===== config.mk =====
export PLATFORM = sky130hd
export DESIGN_NAME = traffic_countdown_seven_seg_scan_core_flat
export DESIGN_NICKNAME = d
export VERILOG_FILES = /design/src/rtl/core/tcs_pkg.sv /design/src/rtl/core/tcs_ifs.sv /design/src/rtl/core/traffic_countdown_seven_seg_scan_core.sv /design/src/flat_wrapper.sv
export SDC_FILE = /design/constraint.sdc
export NUM_CORES = 1
export LEC_CHECK = 0
export BUFFER_PORTS_ARGS = -buffer_cell sky130_fd_sc_hd__buf_2
export CORE_MARGIN = 10
export CORE_UTILIZATION = 51
export CTS_CLUSTER_SIZE = 16
export DETAILED_ROUTE_END_ITERATION = 10
export PLACE_DENSITY = 0.67
export SYNTH_ARGS = -nofsm -noshare
export SYNTH_HDL_FRONTEND = slang
export SYNTH_SLANG_ARGS = --single-unit

===== constraint.sdc =====
create_clock -name i_clk -period 15.1 [get_ports i_clk]
set_clock_uncertainty 0.15 [all_clocks]
set_input_delay 1.51 -clock i_clk [delete_from_list [all_inputs] [get_ports i_clk]]
set_output_delay 1.51 -clock i_clk [all_outputs]
set_load 0.03 [all_outputs]

===== src/rtl/core/tcs_pkg.sv =====
// ----------------------------------------------------------------------------
// tcs_pkg: shared types and constants for the traffic countdown display
// widths, field codes and the seven-segment glyph table
// ----------------------------------------------------------------------------
package tcs_pkg;

    localparam int NUM_DIGITS = 4;
    localparam int IDX_W      = 2;
    localparam int TIME_W     = 7;
    localparam int CNT_W      = 9;
    localparam int DIGIT_W    = 4;
    localparam int SEG_W      = 7;

    typedef logic [IDX_W-1:0]      t_idx;
    typedef logic [TIME_W-1:0]     t_time;
    typedef logic [CNT_W-1:0]      t_cnt;
    typedef logic [DIGIT_W-1:0]    t_digit;
    typedef logic [SEG_W-1:0]      t_seg;
    typedef logic [NUM_DIGITS-1:0] t_enables;

    typedef enum logic {
        ACT_TICK = 1'b0,
        ACT_SCAN = 1'b1
    } t_action;

    typedef enum logic [1:0] {
        MODE_NORMAL = 2'd0,
        MODE_RED    = 2'd1,
        MODE_AMBER  = 2'd2,
        MODE_GREEN  = 2'd3
    } t_mode;

    typedef enum logic [1:0] {
        CFG_RED   = 2'd0,
        CFG_AMBER = 2'd1,
        CFG_GREEN = 2'd2
    } t_cfg_idx;

    // digit shown left of the set-up value
    localparam t_digit SETUP_DIGIT_RED   = 4'd2;
    localparam t_digit SETUP_DIGIT_AMBER = 4'd3;
    localparam t_digit SETUP_DIGIT_GREEN = 4'd4;

    localparam t_time RED_RESET   = 7'd5;
    localparam t_time AMBER_RESET = 7'd2;
    localparam t_time GREEN_RESET = 7'd3;

    localparam t_seg SEG_BLANK = 7'h7F;

    typedef struct packed {
        t_digit tens;
        t_digit units;
    } t_pair;

    // active-low glyphs for 0..9, blank otherwise
    function automatic t_seg seg_glyph(input t_digit d);
        t_seg s;
        case (d)
            4'd0:    s = 7'h40;
            4'd1:    s = 7'h79;
            4'd2:    s = 7'h24;
            4'd3:    s = 7'h30;
            4'd4:    s = 7'h19;
            4'd5:    s = 7'h12;
            4'd6:    s = 7'h02;
            4'd7:    s = 7'h78;
            4'd8:    s = 7'h00;
            4'd9:    s = 7'h10;
            default: s = SEG_BLANK;
        endcase
        return s;
    endfunction

    // tens and units of a 9-bit value; x*205>>11 equals x/10 below 1029
    function automatic t_pair split_pair(input t_cnt v);
        logic [CNT_W+7:0] prod;
        logic [5:0]       tens_full;
        logic [CNT_W-1:0] tens_x10;
        logic [CNT_W-1:0] rem;
        t_pair            p;
        prod      = {8'd0, v} * (CNT_W+8)'(205);
        tens_full = prod[CNT_W+7:11];
        tens_x10  = CNT_W'({tens_full, 3'b000}) + CNT_W'({tens_full, 1'b0});
        rem       = v - tens_x10;
        p.units   = rem[DIGIT_W-1:0];
        p.tens    = (tens_full > 6'd15) ? 4'd15 : tens_full[DIGIT_W-1:0];
        return p;
    endfunction

endpackage


===== src/rtl/core/tcs_ifs.sv =====
// ----------------------------------------------------------------------------
// tcs channel interfaces
// valid/ready channels for input words, result words and register writes
// ----------------------------------------------------------------------------
interface tcs_in_if;
    import tcs_pkg::*;
    logic  valid;
    logic  ready;
    logic  action;
    logic  [1:0] display_mode;
    t_idx  digit_index;

    modport source (output valid, output action, output display_mode,
                    output digit_index, input ready);
    modport sink   (input valid, input action, input display_mode,
                    input digit_index, output ready);
endinterface

interface tcs_out_if;
    import tcs_pkg::*;
    logic     valid;
    logic     ready;
    t_seg     segments_n;
    t_enables enables_n;
    t_idx     next_digit;

    modport source (output valid, output segments_n, output enables_n,
                    output next_digit, input ready);
    modport sink   (input valid, input segments_n, input enables_n,
                    input next_digit, output ready);
endinterface

interface tcs_cfg_if;
    import tcs_pkg::*;
    logic       valid;
    logic       ready;
    logic [1:0] reg_index;
    t_time      wdata;

    modport source (output valid, output reg_index, output wdata, input ready);
    modport sink   (input valid, input reg_index, input wdata, output ready);
endinterface


===== src/rtl/core/traffic_countdown_seven_seg_scan_core.sv =====
// ----------------------------------------------------------------------------
// traffic_countdown_seven_seg_scan_core
// two-road countdown into a four-digit buffer, scanned one digit per word
// ----------------------------------------------------------------------------
// a scan word passes the stage register, then the result register
// throughput: one word per cycle while the result side is ready; the stage register
//   plus the result register let a new word enter while a result waits
// tick words give no result; they update the digit buffer, and in normal mode the
//   counters, as they leave the stage register
// reset (synchronous, active low): times 5/2/3, both counters 1, digits 1,2,3,4
module traffic_countdown_seven_seg_scan_core (
    input  logic          i_clk,
    input  logic          i_rst_n,
    tcs_in_if.sink        i_in,
    tcs_cfg_if.sink       i_cfg,
    tcs_out_if.source     o_out
);
    import tcs_pkg::*;

    // configuration registers
    t_time r_red, r_amber, r_green;

    // road counters and the display buffer
    t_cnt   r_land_cnt, r_port_cnt;
    t_cnt   n_land_cnt, n_port_cnt;
    t_digit r_digits [NUM_DIGITS];
    t_digit n_digits [NUM_DIGITS];

    // stage register holding the accepted word
    logic    r_s1_valid;
    t_action r_s1_action;
    t_mode   r_s1_mode;
    t_idx    r_s1_idx;

    // result register
    logic     r_out_valid;
    t_seg     r_out_seg;
    t_enables r_out_en;
    t_idx     r_out_next;

    logic  s1_is_scan;
    logic  out_free;
    logic  s1_fire;
    logic  in_fire;
    logic  tick_fire;

    t_cnt  red_x, amber_x, green_x;
    t_cnt  total;
    t_cnt  land_v, port_v, setup_v;
    t_pair land_p, port_p, setup_p;

    t_digit scan_digit;

    // ---------------- handshake ----------------
    assign s1_is_scan = (r_s1_action == ACT_SCAN);
    assign out_free   = !r_out_valid || o_out.ready;
    // a tick never waits for the result side
    assign s1_fire    = r_s1_valid && (!s1_is_scan || out_free);
    assign in_fire    = i_in.valid && i_in.ready;
    assign tick_fire  = s1_fire && !s1_is_scan;

    assign i_in.ready  = !r_s1_valid || s1_fire;
    assign i_cfg.ready = 1'b1;

    always_ff @(posedge i_clk) begin
        if (!i_rst_n) begin
            r_s1_valid <= 1'b0;
        end else if (i_in.ready) begin
            r_s1_valid <= i_in.valid;
        end
    end

    always_ff @(posedge i_clk) begin
        if (in_fire) begin
            r_s1_action <= t_action'(i_in.action);
            r_s1_mode   <= t_mode'(i_in.display_mode);
            r_s1_idx    <= i_in.digit_index;
        end
    end

    // ---------------- configuration writes ----------------
    always_ff @(posedge i_clk) begin
        if (!i_rst_n) begin
            r_red   <= RED_RESET;
            r_amber <= AMBER_RESET;
            r_green <= GREEN_RESET;
        end else if (i_cfg.valid) begin
            unique case (i_cfg.reg_index)
                CFG_RED:   r_red   <= i_cfg.wdata;
                CFG_AMBER: r_amber <= i_cfg.wdata;
                CFG_GREEN: r_green <= i_cfg.wdata;
                default: ;  // unused index, write dropped
            endcase
        end
    end

    // ---------------- tick datapath ----------------
    assign red_x   = CNT_W'(r_red);
    assign amber_x = CNT_W'(r_amber);
    assign green_x = CNT_W'(r_green);
    assign total   = red_x + amber_x + green_x;

    always_comb begin
        // landscape road: red, then green, then amber
        if (r_land_cnt <= red_x) begin
            land_v = red_x - r_land_cnt;
        end else if (r_land_cnt <= red_x + green_x) begin
            land_v = red_x + green_x - r_land_cnt;
        end else if (r_land_cnt <= total) begin
            land_v = total - r_land_cnt;
        end else begin
            land_v = '0;  // counter beyond a shortened cycle
        end

        // portrait road: green, then amber, then red
        if (r_port_cnt <= green_x) begin
            port_v = green_x - r_port_cnt;
        end else if (r_port_cnt <= amber_x + green_x) begin
            port_v = amber_x + green_x - r_port_cnt;
        end else if (r_port_cnt <= total) begin
            port_v = total - r_port_cnt;
        end else begin
            port_v = '0;
        end
    end

    always_comb begin
        case (r_s1_mode)
            MODE_RED:   setup_v = red_x;
            MODE_AMBER: setup_v = amber_x;
            default:    setup_v = green_x;
        endcase
    end

    assign land_p  = split_pair(land_v);
    assign port_p  = split_pair(port_v);
    assign setup_p = split_pair(setup_v);

    // counter advance: wrap to 1 past the cycle end or on 9-bit overflow
    always_comb begin
        n_land_cnt = r_land_cnt + CNT_W'(1);
        if (n_land_cnt > total || n_land_cnt == '0) begin
            n_land_cnt = CNT_W'(1);
        end
        n_port_cnt = r_port_cnt + CNT_W'(1);
        if (n_port_cnt > total || n_port_cnt == '0) begin
            n_port_cnt = CNT_W'(1);
        end
    end

    always_comb begin
        unique case (r_s1_mode)
            MODE_NORMAL: begin
                n_digits[0] = land_p.tens;
                n_digits[1] = land_p.units;
                n_digits[2] = port_p.tens;
                n_digits[3] = port_p.units;
            end
            MODE_RED: begin
                n_digits[0] = '0;
                n_digits[1] = SETUP_DIGIT_RED;
                n_digits[2] = setup_p.tens;
                n_digits[3] = setup_p.units;
            end
            MODE_AMBER: begin
                n_digits[0] = '0;
                n_digits[1] = SETUP_DIGIT_AMBER;
                n_digits[2] = setup_p.tens;
                n_digits[3] = setup_p.units;
            end
            default: begin
                n_digits[0] = '0;
                n_digits[1] = SETUP_DIGIT_GREEN;
                n_digits[2] = setup_p.tens;
                n_digits[3] = setup_p.units;
            end
        endcase
    end

    always_ff @(posedge i_clk) begin
        if (!i_rst_n) begin
            r_land_cnt <= CNT_W'(1);
            r_port_cnt <= CNT_W'(1);
            for (int i = 0; i < NUM_DIGITS; i++) begin
                r_digits[i] <= DIGIT_W'(i + 1);
            end
        end else if (tick_fire) begin
            // set-up ticks leave the counters alone
            if (r_s1_mode == MODE_NORMAL) begin
                r_land_cnt <= n_land_cnt;
                r_port_cnt <= n_port_cnt;
            end
            for (int i = 0; i < NUM_DIGITS; i++) begin
                r_digits[i] <= n_digits[i];
            end
        end
    end

    // ---------------- scan datapath and result register ----------------
    assign scan_digit = r_digits[r_s1_idx];

    always_ff @(posedge i_clk) begin
        if (!i_rst_n) begin
            r_out_valid <= 1'b0;
        end else if (s1_fire && s1_is_scan) begin
            r_out_valid <= 1'b1;
        end else if (o_out.ready) begin
            r_out_valid <= 1'b0;
        end
    end

    always_ff @(posedge i_clk) begin
        if (s1_fire && s1_is_scan) begin
            r_out_seg  <= seg_glyph(scan_digit);
            r_out_en   <= ~(t_enables'(1) << r_s1_idx);
            r_out_next <= r_s1_idx + IDX_W'(1);  // wraps over four digits
        end
    end

    assign o_out.valid      = r_out_valid;
    assign o_out.segments_n = r_out_seg;
    assign o_out.enables_n  = r_out_en;
    assign o_out.next_digit = r_out_next;

    // ---------------- checks ----------------
    a_cnt_nonzero: assert property (@(posedge i_clk) disable iff (!i_rst_n)
        r_land_cnt != '0 && r_port_cnt != '0)
        else $error("road counter reached zero");

    a_scan_lands: assert property (@(posedge i_clk) disable iff (!i_rst_n)
        (s1_fire && s1_is_scan) |=> r_out_valid)
        else $error("scan word left the stage without a result");

    a_setup_holds: assert property (@(posedge i_clk) disable iff (!i_rst_n)
        (tick_fire && r_s1_mode != MODE_NORMAL) |=>
            ($stable(r_land_cnt) && $stable(r_port_cnt)))
        else $error("set-up tick moved a counter");

    a_one_cold: assert property (@(posedge i_clk) disable iff (!i_rst_n)
        r_out_valid |-> $onehot(~r_out_en))
        else $error("digit enables not one-cold");

    a_no_lost: assert property (@(posedge i_clk) disable iff (!i_rst_n)
        (r_out_valid && !o_out.ready) |-> !(s1_fire && s1_is_scan))
        else $error("scan result would overwrite a pending word");

endmodule


===== src/flat_wrapper.sv =====
// flat-port wrapper written by rule: the top's interface ports become plain ports
module traffic_countdown_seven_seg_scan_core_flat import tcs_pkg::*;
  (i_clk, i_rst_n, i_in_valid, i_in_action, i_in_display_mode, i_in_digit_index, i_in_ready, i_cfg_valid, i_cfg_reg_index, i_cfg_wdata, i_cfg_ready, o_out_valid, o_out_segments_n, o_out_enables_n, o_out_next_digit, o_out_ready);
  tcs_in_if i_in_i ();
  tcs_cfg_if i_cfg_i ();
  tcs_out_if o_out_i ();
  input  logic i_clk;
  input  logic i_rst_n;
  input wire logic [$bits(i_in_i.valid)-1:0] i_in_valid;
  input wire logic [$bits(i_in_i.action)-1:0] i_in_action;
  input wire logic [$bits(i_in_i.display_mode)-1:0] i_in_display_mode;
  input wire logic [$bits(i_in_i.digit_index)-1:0] i_in_digit_index;
  output wire logic [$bits(i_in_i.ready)-1:0] i_in_ready;
  input wire logic [$bits(i_cfg_i.valid)-1:0] i_cfg_valid;
  input wire logic [$bits(i_cfg_i.reg_index)-1:0] i_cfg_reg_index;
  input wire logic [$bits(i_cfg_i.wdata)-1:0] i_cfg_wdata;
  output wire logic [$bits(i_cfg_i.ready)-1:0] i_cfg_ready;
  output wire logic [$bits(o_out_i.valid)-1:0] o_out_valid;
  output wire logic [$bits(o_out_i.segments_n)-1:0] o_out_segments_n;
  output wire logic [$bits(o_out_i.enables_n)-1:0] o_out_enables_n;
  output wire logic [$bits(o_out_i.next_digit)-1:0] o_out_next_digit;
  input wire logic [$bits(o_out_i.ready)-1:0] o_out_ready;
  assign i_in_i.valid = i_in_valid;
  assign i_in_i.action = i_in_action;
  assign i_in_i.display_mode = i_in_display_mode;
  assign i_in_i.digit_index = i_in_digit_index;
  assign i_in_ready = i_in_i.ready;
  assign i_cfg_i.valid = i_cfg_valid;
  assign i_cfg_i.reg_index = i_cfg_reg_index;
  assign i_cfg_i.wdata = i_cfg_wdata;
  assign i_cfg_ready = i_cfg_i.ready;
  assign o_out_valid = o_out_i.valid;
  assign o_out_segments_n = o_out_i.segments_n;
  assign o_out_enables_n = o_out_i.enables_n;
  assign o_out_next_digit = o_out_i.next_digit;
  assign o_out_i.ready = o_out_ready;
  traffic_countdown_seven_seg_scan_core u_core (.i_clk(i_clk), .i_rst_n(i_rst_n), .i_in(i_in_i), .i_cfg(i_cfg_i), .o_out(o_out_i));
endmodule

Yosys cells after proc, flatten, opt, wreduce, memory -nomap -nowiden
Memories as Yosys holds them, arrays and structs flattened. A register that Yosys moved wholly into a read port is not among the register bits.
Index checks and enable logic that the tools add are counted.
{"block": "word_totals", "ramBits": 16, "wordCells": 102, "reg_bits": 52, "mem_bits_ro": 112, "input_bits": 19, "out_inout_bits": 16, "latchBits": 0, "n_memories": 2}
{"block": "op_classes", "magnitude_cmp": 11, "n_shift": 1, "mul": 3, "reduce_logical": 21, "n_eq_ne": 4, "bitwise_logic": 5, "div": 0, "n_mux": 24, "addsub": 19}
{"name": "(no name shown)", "words": 16, "width": 7, "rd": 1, "rd_ports_with_merged_regs": 1, "write_ports": 0, "line_no": "tcs_pkg.sv:58", "rtl": "case (d)"}
{"name": "u_core.r_digits", "words": 4, "width": 4, "rd": 1, "rd_ports_with_merged_regs": 1, "write_ports": 4, "line_no": "traffic_countdown_seven_seg_scan_core.sv:26", "rtl": "t_digit r_digits [NUM_DIGITS];"}
{"cell": "$mux 9", "count": 8}
{"cell": "$pmux 16 s3", "count": 1}
{"cell": "$le 9x9->1", "count": 4}
{"cell": "$sub 9x9->9", "count": 4}
{"cell": "$mul 9x8->17 const B", "count": 2}
{"cell": "$mux 4", "count": 7}
{"cell": "$add 7x7->8", "count": 3}
{"cell": "$add 9x1->9 const B", "count": 2}
{"cell": "$gt 9x9->1", "count": 2}
{"cell": "$le 9x7->1", "count": 2}
{"cell": "$logic_not 9->1", "count": 2}
{"cell": "$sub 7x9->9", "count": 2}
{"cell": "$mul 7x8->15 const B", "count": 1}
{"cell": "$pmux 7 s2", "count": 1}
{"cell": "$add 4x4->4", "count": 3}
{"cell": "$gt 6x4->1 const B", "count": 2}
{"cell": "$sub 4x4->4", "count": 3}
{"cell": "$add 9x7->9", "count": 1}
{"cell": "$reduce_and 2->1", "count": 4}
{"cell": "$mux 1", "count": 6}
{"cell": "$logic_or 1x1->1", "count": 5}
{"cell": "$eq 2x1->1 const B", "count": 2}
{"cell": "$eq 2x2->1 const B", "count": 2}
{"cell": "$gt 4x4->1 const B", "count": 1}
{"cell": "other kinds (9)", "count": 18}

Depth between registers and ports, before layout
{"block": "logic_depth", "word_depth": 11, "ltp_mapped": 38}

Least setup slack after synthesis
No wires, ideal clock.
{"block": "synth_timing", "path_kind": "register to register", "from": "register u_core.r_red[1]", "to": "memory u_core.r_digits[1][3] in the netlist's numbering (data pin)", "t_arrival_ns": 7.992, "stages_incl_launch_ff": 38, "synth_period_minus_slack_ns": 8.290, "path_slack_ns": 6.810, "n_path_buf": 0, "path_cell_list": "dfxtp_1 -> inv_1 -> fa_1 -> inv_1 -> ha_1 -> a21o_1 -> a21oi_1 -> o21bai_1 -> a21oi_1 -> o21bai_1 -> a21oi_1 -> xor2_1 -> ha_1 -> nand4_1 -> o21bai_1 -> a21oi_1 -> a21oi_1 -> a211oi_1 -> (+2 left out) -> fa_1 -> fa_1 -> inv_1 -> fa_1 -> inv_1 -> ha_1 -> a21oi_1 -> o21bai_1 -> a21o_1 -> nor3_1 -> o21ai_1 -> nand2_1 -> xnor2_1 -> ha_1 -> and2_1 -> o31a_1 -> or3_1 -> mux2i_1"}
{"item": "from (decl)", "line_no": "traffic_countdown_seven_seg_scan_core.sv:21", "rtl": "t_time r_red, r_amber, r_green;"}
{"item": "from (signal assigned)", "line_no": "traffic_countdown_seven_seg_scan_core.sv:89", "rtl": "CFG_RED: r_red <= i_cfg.wdata;"}
{"item": "to (decl)", "line_no": "traffic_countdown_seven_seg_scan_core.sv:26"}

==> reports/qor.yml <==
maxClockFrequency_mhz: 106.8
cts_buffers: 9
std_cell_rows: 54
dieArea_um2: 28880
cts_resized: 0
cp_max_fo: 7
h-tree-depth: 3
antenna_found_initial: 0
drcViolationCount: 0
port_buffers: 33
status: "complete, no violations"
post_cts_buffers: 0
r2r_cells: 36
die_w_um: 170.0
ys_ff_latch: 77
power_mw: 2.051
hold_violations: 0
area_growth_pct: 6.405
layout-drive-gt1-share_pct: 6.358
wl_met1_um: 13800
grt_overflow: 0
place_congestion: 0.8923
crit_type: "flip-flop to flip-flop"
regArea_um2: 1882
cp-start-kind: "flip-flop"
worstHoldEndpoint: "u_core.r_port_cnt[3]"
syn_nets: 1614
wl_met2_um: 13240
grt_pass1_vias: 9028
fin_cells: 1617
end_kind: "flip-flop"
yosysUniqueCellTypes: 78
clk_pin_slew_ns: 0.07
max_cap_viol_count: 0
cts_root_buf: "clkbuf_16"
dp_slack_ns: 5.761
p_per_area_nw_per_um2: 168.1
setup_slack_ns: 5.740
placedCellCount: 1601
syn_area_um2: 11470
cp.required_ns: 15.05
grt_pass1_wl_um: 46590
top_layer_used: "met4"
avgSynthCellArea_um2: 8.774
fin_tns_setup_ns: 0
worstHoldPathType: "flip-flop to flip-flop"
setup_viol: 0
core_area_um2: 21960
min_path_cells: 2
dp_hpwl_um: 23430
ys_seq_area_share_pct: 16.41
start_util_pct: 52.22
slew_viol_final: 0
synthFlopType: "dfxtp_1"
nets: 1639
final_cell_area_um2: 12200
ioPinCount: 35
ys_async_sr_fraction_pct: 0
ir_worst_vdd_mv: 0.1875
drt_iter0_drc: 575
track_usage_pct: 19.82
leakagePower_nw: 5.864
vias: 9232
die_h_um: 170.0
cts_buffer_depth: 2
place_area_um2: 11910
met3RoutedLength_um: 787
ant_nets: 0
cts_tree: "yes"
reg2reg_from: "u_core.r_red[1]"
synth_edf_count: 34
rr_endpoint: "u_core.r_digits[3][3]"
cp.arrival_ns: 9.31
antenna_cells: 0
clock_sinks: 77
slowest_stage: "fa_1"
min_period_ns: 9.360
rsz0062_at_grt: "no"
netlist_instances: 1307
worstMarginPinSlew_ns: 1.134
min_from: "u_core.r_port_cnt[3]"
grt_max_degree: 45
viasPerCell: 5.709
yosysWarningCount: 0
r2r_slack_ns: 5.74
drt_first_pass_iters: 5
finalCritPeriodShare_pct: 61.99
multiInputGateArea_um2: 8846
fillers: 2010
max-slew-margin-rel_pct: 24.09
post_drt_wl_per_cell_um: 17.48
slowest_delay_ns: 0.58
clk_latency_ns: 0.35
routed_wl_um: 28270
path_common_cell: "a21oi_1"
hold_buffers: 0
layout make-up:
class | count | share of cell area, %
clock buffers | 9 | 1.846
flip-flops and latches | 77 | 15.42
multi-input cells | 1036 | 72.50
clock inverters | 7 | 0.5332
inverters | 172 | 5.291
repair buffers | 36 | 1.538
well taps | 280 | 2.871
worst max path at each step:
stage / slack [ns] / end / start
floorplan: 6.81 / u_core.r_digits[1][3] / u_core.r_red[1]
detailed placement: 5.76 / u_core.r_digits[1][3] / u_core.r_red[1]
CTS: 5.74 / u_core.r_digits[1][3] / u_core.r_red[1]
global route: 5.06 / u_core.r_digits[3][3] / u_core.r_red[1]
finish: 5.74 / u_core.r_digits[3][3] / u_core.r_red[1]
global placement: 5.97 / u_core.r_digits[1][3] / u_core.r_red[1]
power by group:
part / total (mW) / switching (mW) / internal (mW)
clock network: 0.219 / 0.103 / 0.116
registers: 0.238 / 0.00875 / 0.229
logic: 1.59 / 0.902 / 0.692
worst max-delay path, delay by kind of cell (launching register included):
family	cells	cell delay, ns
adder cells (fa/ha/maj)	9	3.58
AO/OA/AOI/OAI	16	3.07
XOR/XNOR	5	1.32
buffers and inverters	4	0.28
flip-flops	1	0.52
AND/OR/NAND/NOR	2	0.21
cells in the mapped netlist (5+ instances only):
library cell	instances	area share (%)
a21boi_0	7	0.46
xnor2_1	60	4.6
a21o_1	27	1.8
a21oi_1	87	3.8
edfxtp_1	34	8.9
o21bai_1	21	1.4
o31a_1	8	0.61
nor2b_1	37	2.0
o21ai_1	8	0.35
ha_1	242	26
dfxtp_1	43	7.5
fa_1	46	8.0
o21a_1	21	1.4
o21ai_0	60	2.6
nand2_1	57	1.9
clkbuf_1	18	0.59
o31ai_1	7	0.46
a22oi_1	12	0.79
a211oi_1	9	0.59
and4_1	5	0.38
o211ai_1	7	0.46
nand2b_1	15	0.82
inv_1	171	5.6
or2_2	6	0.33
nor2_1	69	2.3
and2_1	14	0.76
xor2_1	29	2.2
and3_1	9	0.49
nor3_1	22	0.96
nand4_1	15	0.82
nand3_1	29	1.3
mux2i_1	23	2.0
flip-flops by register name, summed over array words and instances, names as in the netlist, named ones only:
register / cells
u_core.r_amber: 7
u_core.r_s1_valid: 1
u_core.r_s1_mode: 2
u_core.o_out.valid: 1
u_core.r_s1_idx: 2
u_core.r_digits: 16
u_core.o_out.enables_n: 4
u_core.r_green: 7
u_core.r_s1_action: 1
u_core.o_out.segments_n: 7
u_core.r_red: 7
u_core.r_land_cnt: 9
u_core.o_out.next_digit: 2
u_core.r_port_cnt: 9
per-stage QoR:
step | hold slack [ns] | util (%)
global placement | 0.3495 | 54.25
detailed placement | 0.3545 | 54.25
global route | 0.3863 | 55.57
finish | 0.3638 | 55.57
floorplan | 0.3272 | -
CTS | 0.3639 | 55.57
cells by family after synthesis:
| kind of cell | Yosys count | share of synthesized area (%) |
|---|---|---|
| muxes | 28 | 2.793 |
| DFF | 77 | 16.41 |
| and+or+nand+nor | 300 | 13.45 |
| adders and majority gates | 288 | 34.44 |
| buffers and inverters | 194 | 6.448 |
| other | 1 | 0.03270 |
| AOI/OAI and AO/OA | 328 | 19.29 |
| xor gates and xnor gates | 91 | 7.136 |
layout by cell type, fill, tap and decap left out, types with 12 or more instances in the layout:
master | synthesis | layout
a22oi_1 | 12 | 12
o21a_1 | 21 | 21
nand4_1 | 15 | 15
and2_1 | 14 | 14
o21ai_0 | 60 | 60
nand2_1 | 57 | 57
mux2i_1 | 23 | 23
nor2b_1 | 37 | 37
buf_2 | 0 | 33
a21oi_1 | 87 | 87
ha_1 | 242 | 242
inv_1 | 171 | 171
nor2_1 | 69 | 69
xnor2_1 | 60 | 60
a21o_1 | 27 | 27
dfxtp_1 | 43 | 43
nor3_1 | 22 | 22
xor2_1 | 29 | 29
edfxtp_1 | 34 | 34
o21bai_1 | 21 | 21
nand3_1 | 29 | 29
fa_1 | 46 | 46
nand2b_1 | 15 | 15
per-layer routing:
metal	track usage (%)	up-vias
met5	0	-
met2	32.47	147
met1	27.30	4361
met4	5.225	0
met3	1.851	28
li1	-	4696
No activity file was read; power rests on OpenSTA's default activity.
